### src/design/mcg128_pkg.sv
// Shared types, constants and step tables for the 128-bit MCG with double conversion.
// No dependencies.
`timescale 1ns / 1ps

package mcg128_pkg;

    localparam logic [63:0] MULT_HI = 64'h0fc94e3bf4e9ab32;
    localparam logic [63:0] MULT_LO = 64'h866458cd56f5e605;
    localparam logic [127:0] MULT = {MULT_HI, MULT_LO};
    localparam int unsigned EXP_BIAS = 1023;
    localparam int unsigned FRAC_BITS = 52;
    localparam int unsigned SIGN_EXP_BITS = 12;
    localparam int unsigned MAC_STEPS = 10;
    localparam int unsigned NORM_STEPS = 6;
    localparam int unsigned FMUL_STEPS = 4;

    typedef enum logic [3:0] {
        OP_NONE,
        OP_SEED,
        OP_START,
        OP_MAC,
        OP_COMMIT,
        OP_NORM,
        OP_PREP,
        OP_RND,
        OP_SCALE
    } t_op;

    typedef struct packed {
        t_op        op;
        logic       fmul;     // multiplier fed from float mantissas
        logic [1:0] a_idx;    // 32-bit limb of operand a
        logic [1:0] b_idx;    // 32-bit limb of operand b
        logic [1:0] sh;       // product weight, in 32-bit limbs
        logic [2:0] norm_k;   // normalize step
    } t_cmd;

    typedef struct packed {
        logic [1:0] a_idx;
        logic [1:0] b_idx;
        logic [1:0] sh;
    } t_pair;

    // Limb pairs of the 128x128 product that land below bit 128.
    function automatic t_pair mac_pair(input logic [3:0] step);
        t_pair p;
        case (step)
            4'd0: p = '{2'd0, 2'd0, 2'd0};
            4'd1: p = '{2'd0, 2'd1, 2'd1};
            4'd2: p = '{2'd1, 2'd0, 2'd1};
            4'd3: p = '{2'd0, 2'd2, 2'd2};
            4'd4: p = '{2'd1, 2'd1, 2'd2};
            4'd5: p = '{2'd2, 2'd0, 2'd2};
            4'd6: p = '{2'd0, 2'd3, 2'd3};
            4'd7: p = '{2'd1, 2'd2, 2'd3};
            4'd8: p = '{2'd2, 2'd1, 2'd3};
            4'd9: p = '{2'd3, 2'd0, 2'd3};
            default: p = '{2'd0, 2'd0, 2'd0};
        endcase
        return p;
    endfunction

    // Limb pairs of the 53x53 mantissa product.
    function automatic t_pair fmul_pair(input logic [1:0] step);
        t_pair p;
        case (step)
            2'd0: p = '{2'd0, 2'd0, 2'd0};
            2'd1: p = '{2'd0, 2'd1, 2'd1};
            2'd2: p = '{2'd1, 2'd0, 2'd1};
            2'd3: p = '{2'd1, 2'd1, 2'd2};
            default: p = '{2'd0, 2'd0, 2'd0};
        endcase
        return p;
    endfunction

endpackage

### src/design/mcg128_ctrl.sv
// Sequencer for the MCG: issues datapath commands and owns the handshakes.
// Depends on mcg128_pkg.
`timescale 1ns / 1ps

module mcg128_ctrl (
    input  logic             i_clk,
    input  logic             i_rst_n,
    input  logic             i_in_valid,
    input  logic             i_in_action,
    output logic             o_in_ready,
    input  logic             i_out_ready,
    output logic             o_out_valid,
    output mcg128_pkg::t_cmd o_cmd
);
    import mcg128_pkg::*;

    typedef enum logic [2:0] {
        S_IDLE, S_MAC, S_COMMIT, S_NORM, S_PREP, S_FMUL, S_RND, S_SCALE
    } t_state;

    t_state     r_state;
    logic [3:0] r_step;
    logic       r_out_valid;
    logic       w_out_free;
    logic       w_accept;
    t_pair      w_pair;

    assign w_out_free  = !r_out_valid || i_out_ready;
    assign o_in_ready  = (r_state == S_IDLE) && w_out_free;
    assign w_accept    = i_in_valid && o_in_ready;
    assign o_out_valid = r_out_valid;

    always_comb begin
        o_cmd  = '{op: OP_NONE, fmul: 1'b0, a_idx: 2'd0, b_idx: 2'd0, sh: 2'd0, norm_k: 3'd0};
        w_pair = mac_pair(r_step);
        case (r_state)
            S_IDLE: begin
                if (w_accept) begin
                    o_cmd.op = i_in_action ? OP_START : OP_SEED;
                end
            end
            S_MAC: begin
                o_cmd.op    = OP_MAC;
                o_cmd.a_idx = w_pair.a_idx;
                o_cmd.b_idx = w_pair.b_idx;
                o_cmd.sh    = w_pair.sh;
            end
            S_COMMIT: o_cmd.op = OP_COMMIT;
            S_NORM: begin
                o_cmd.op     = OP_NORM;
                o_cmd.norm_k = r_step[2:0];
            end
            S_PREP: o_cmd.op = OP_PREP;
            S_FMUL: begin
                w_pair      = fmul_pair(r_step[1:0]);
                o_cmd.op    = OP_MAC;
                o_cmd.fmul  = 1'b1;
                o_cmd.a_idx = w_pair.a_idx;
                o_cmd.b_idx = w_pair.b_idx;
                o_cmd.sh    = w_pair.sh;
            end
            S_RND: o_cmd.op = OP_RND;
            S_SCALE: begin
                if (w_out_free) begin
                    o_cmd.op = OP_SCALE;
                end
            end
            default: o_cmd.op = OP_NONE;
        endcase
    end

    always_ff @(posedge i_clk) begin
        if (!i_rst_n) begin
            r_state     <= S_IDLE;
            r_step      <= 4'd0;
            r_out_valid <= 1'b0;
        end else begin
            // raise on a seed load or a finished draw, drop once taken
            if ((r_state == S_IDLE && w_accept && !i_in_action) ||
                (r_state == S_SCALE && w_out_free)) begin
                r_out_valid <= 1'b1;
            end else if (i_out_ready) begin
                r_out_valid <= 1'b0;
            end
            case (r_state)
                S_IDLE: begin
                    r_step <= 4'd0;
                    if (w_accept && i_in_action) begin
                        r_state <= S_MAC;
                    end
                end
                S_MAC: begin
                    r_step <= r_step + 4'd1;
                    if (r_step == 4'(MAC_STEPS - 1)) begin
                        r_state <= S_COMMIT;
                    end
                end
                S_COMMIT: begin
                    r_step  <= 4'd0;
                    r_state <= S_NORM;
                end
                S_NORM: begin
                    r_step <= r_step + 4'd1;
                    if (r_step == 4'(NORM_STEPS - 1)) begin
                        r_state <= S_PREP;
                    end
                end
                S_PREP: begin
                    r_step  <= 4'd0;
                    r_state <= S_FMUL;
                end
                S_FMUL: begin
                    r_step <= r_step + 4'd1;
                    if (r_step == 4'(FMUL_STEPS - 1)) begin
                        r_state <= S_RND;
                    end
                end
                S_RND: r_state <= S_SCALE;
                S_SCALE: begin
                    if (w_out_free) begin
                        r_state <= S_IDLE;
                    end
                end
                default: r_state <= S_IDLE;
            endcase
        end
    end

endmodule

### config.mk
export PLATFORM = sky130hd
export DESIGN_NAME = mcg128_ctrl
export DESIGN_NICKNAME = d
export VERILOG_FILES = /design/src/design/mcg128_pkg.sv /design/src/design/mcg128_ctrl.sv
export SDC_FILE = /design/constraint.sdc
export NUM_CORES = 1
export LEC_CHECK = 0
export ABC_AREA = 1
export BUFFER_PORTS_ARGS = -buffer_cell sky130_fd_sc_hd__buf_2
export CORE_MARGIN = 2
export CORE_UTILIZATION = 45
export DETAILED_ROUTE_END_ITERATION = 10
export GPL_TIMING_DRIVEN = 0
export PLACE_DENSITY_LB_ADDON = 0.3
export SLEW_MARGIN = 20
export SYNTH_ARGS = -nofsm -noshare
export SYNTH_HDL_FRONTEND = slang
export SYNTH_SLANG_ARGS = --single-unit
### constraint.sdc
create_clock -name i_clk -period 2.81 [get_ports i_clk]
set_clock_uncertainty 0.2 [all_clocks]
set_input_delay 0.1405 -clock i_clk [delete_from_list [all_inputs] [get_ports i_clk]]
set_output_delay 0.1405 -clock i_clk [all_outputs]
set_load 0.05 [all_outputs]
## Yosys cells after proc, flatten, opt, wreduce, memory -nomap -nowiden

Memory sizes are Yosys's and may differ from the RTL's. A register that Yosys moved wholly into a read port is not among the register bits.
Index checks and enable logic that the tools add are counted.

- Add/sub/neg operators: 1
- Equality and inequality tests: 18
- Mux-type cells: 19
- Reductions and logical operators: 18

Operators by type and width:

| kind | number |
|---|---|
| $pmux W4 S7 | 1 |
| $pmux W3 S8 | 1 |
| $pmux W6 S4 | 1 |
| $mux W3 | 6 |
| $eq A3 B3 Y1 const B | 4 |
| $mux W4 | 3 |
| $pmux W6 S2 | 1 |
| $ne A2 B2 Y1 const B | 4 |
| $pmux W4 S2 | 1 |
| $eq A3 B2 Y1 const B | 2 |
| $logic_and A1 B1 Y1 | 6 |
| $reduce_or A3 Y1 | 2 |
| $reduce_and A5 Y1 | 1 |
| $add A4 B1 Y4 const B | 1 |
| $eq A2 B2 Y1 const B | 2 |
| $eq A4 B2 Y1 const B | 1 |
| $eq A4 B3 Y1 const B | 1 |
| $eq A4 B4 Y1 const B | 1 |
| $mux W2 | 2 |
| $reduce_bool A2 Y1 | 2 |
| $eq A3 B1 Y1 const B | 1 |
| $logic_not A3 Y1 | 1 |
| $mux W1 | 3 |
| $eq A2 B1 Y1 const B | 1 |
| other kinds (5) | 7 |

- Register bits after elaboration: 8
- ROM bits: 96
- Bits of input ports: 5
- Output and inout port bits: 16
- Logic and storage cells: 60
- Memories: 1

Memories:

| name | words | width | rd ports | clocked after Yosys merged registers in | wr ports | line | source |
|---|---|---|---|---|---|---|---|
| (no name shown) | 16 | 6 | 1 | 1 | 0 | mcg128_pkg.sv:47 | `case (step)` |

## Longest topological paths before layout

- Depth after elaboration: 8
- Mapped depth: 13

## Worst setup path before layout

No wires, ideal clock.

- Path kind: reg-to-output
- Start point: register r_state[2]
- End point: output port o_cmd[5] (netlist bit)
- Arrival time: 2.078 ns
- Required time: 2.470 ns
- Slack: 0.392 ns
- Stages on the path, launching flop included: 5
- Buffers on the path: 0
- Cell sequence: dfxtp_1 > inv_1 > nor2_4 > inv_1 > o21ai_0

RTL lines:

| element | line | source |
|---|---|---|
| start: declaration | mcg128_ctrl.sv:21 | `t_state r_state;` |
| start signal: assignment | mcg128_ctrl.sv:74 | `r_state <= S_IDLE;` |
| start signal: assignment | mcg128_ctrl.sv:89 | `r_state <= S_MAC;` |
| start signal: assignment | mcg128_ctrl.sv:95 | `r_state <= S_COMMIT;` |
| end: declaration | mcg128_ctrl.sv:13 | `output mcg128_pkg::t_cmd o_cmd` |

==> metrics <==
class of the worst hold path=primary input to flip-flop; reg2reg path depth=11; Critical Path AT=2.42 ns; Syn. warnings=0; drt pass-1 iters=4; P&R area growth vs syn=19.8%; leakage power=0.000691 µW; RSZ-0062 raised after global routing=false; final net count=200; diode count=0; mean number of vias per cell=4.76; H-tree depth=1; number of max-cap violations=0; syn_area_per_cell=6.45 µm²; clk slew on worst S/H paths=0.09 ns; P per Cell Area=843 nW/µm²; starting density of the core=46.9%; initial drt markers=15; Die ar.=2660 µm²; CP max-delay cell=dfxtp_1; Final Hold Slack=0.108 ns; Ports=21; status=completed; Final Hold Viols=0; # port buffers=20; Slew headroom=81.1%; CP max FO=8; FF+latch count, synth=14; setup_tns=0 ns; CP top delay family=simple AND/OR/NAND/NOR gates; Post-Route WL=2230 µm; Cell Chain, Critical Path=inv_1 > ha_1 > nand2_1 > nand2_1 > inv_1 > nor2_1 > inv_1 > ha_1 > or2_0 > nand3_1 > nand2_1; hold depth=5; number of synthesized flops with an enable pin=0; fin crit period=2.44 ns; largest net degree at the start of global routing=9; DR vias=1,014; GRT Total Usage=18.1%; maximum clock rate=0.410 GHz; final setup violation count=0; slew at the pin closest to its max-slew limit=0.284 ns; routed length on met1=994 µm; critical path data required time=2.79 ns; Crit. End Element=flip-flop; Crit path depth=11; fill count=237; Post-DP HPWL=1760 µm; post-route ant nets=0; Buf/Inv on CP=3; Worst-Skew Late Latency=0.28 ns; die width=51.6 µm; number of antenna violations at the first check in global routing=0; CTS Buffer Depth=2; cts bufs inserted=3; Peak VDD IR=0.000526 V; GR Overflow Total=0; top cell type's share of synthesized area=27.5%; ys flop type=dfxtp_1; global-route wire length before repair=3610 µm; GP Congestion=0.853; CTS tree=built; layout cells sized above 1=22.7%; vias in the first global route=917; DRC Markers=0; highest metal layer with signal wires=met4; postcts setup bufs=0; met2 wire len=1120 µm; met3 wire length=94 µm; top-count cell post-synth=nand2_1; sequential share of the synthesized area=27.5%; Post-Synthesis Cells=158; CORE AREA=2170 µm²; kind of critical path=flip-flop to flip-flop; crit path launch type=flip-flop; slowest stage delay, CP=0.49 ns; Die Height=51.6 µm; most frequent cells after synthesis=39 x nand2_1, 25 x inv_1, 23 x nor2_1, 14 x dfxtp_1, 11 x nand3_1; syn nets=172; post-synthesis cell type count=21; clock sinks=14; ranking of synthesized cells by area=dfxtp_1 28%, nand2_1 14%, ha_1 11%; # resized after CTS=0; period utilization=86.8%; post-synth top area cell=dfxtp_1; max-slew violation count=0; fraction of registers with async set/reset=0%; WL per Instance=10.5 µm; Rows=17; cell area after synthesis=1020 µm²; Root Buffer=clkbuf_4
[cell usage in the layout, fill, tap and decap left out, drive strengths merged]
master,count
nand2,45
inv,30
nor2,27
buf,20
dfxtp,14
nand3,11
ha,9
o21ai,9
clkbuf,4
o21a,3
nand4,3
dlygate4sd3,3
a31oi,2
a21oi,2
or2,1
nor3b,1
a22o,1
[worst min-delay path, stage by stage]
cell	delay (ns)
buf_2	0.09
a31oi_1	0.12
nor2_1	0.09
nand3_1	0.08
inv_1	0.05
[kinds of logic after synthesis]
family	after synthesis	share of synthesized area, %
and+or+nand+nor	88	39.6
adders and majority gates	9	11.1
buffers and inverters	30	11.1
DFF	14	27.5
AOI/OAI and AO/OA	17	10.8
[cell type report]
type	instances	area, µm²	share of cell area, %
Clock buffer	4	36.3	2.97
Inverter	30	113	9.23
Multi-Input combinational cell	114	626	51.3
Sequential cell	14	280	23.0
Tap cell	28	35.0	2.87
Timing Repair Buffer	23	130	10.7
[power breakdown]
part           switching (µW)  internal (µW)
Clock                    70.5           78.9
Combinational             426            167
Sequential               46.9            240
[timing repair]
action,4_1_cts,5_1_grt
hold endpoints to repair,5,0
hold buffers,3,0
setup endpoints to repair,0,0
[through the flow]
step / utilization, % / cell area, µm² / worst slack, ns / power (µW) / std cells
after floorplan: - / 1020 / 0.392 / 755 / 158
after global placement: 53.2 / 1150 / 0.466 / 862 / 206
after detailed placement: 53.2 / 1150 / 0.400 / 876 / 206
after CTS: 56.2 / 1220 / 0.366 / 1030 / 213
after global routing: 56.2 / 1220 / 0.173 / 1110 / 213
final: 56.2 / 1220 / 0.371 / 1030 / 213
[final timing paths]
kind | startpoint | end | slack [ns]
hold reg to reg | r_state[1] | r_state[1] | 0.42
setup reg to reg | r_step[0] | flip-flop | 0.37
setup / recovery | r_step[0] | flip-flop | 0.37
hold / removal | i_in_valid | r_state[2] | 0.11
[routing by layer]
layer	vias up	track usage (%)
met5	-	0
met4	0	5.26
li1	543	-
met2	25	33.8
met1	442	20.8
met3	4	3.45
(Power assumes the default switching activity.)
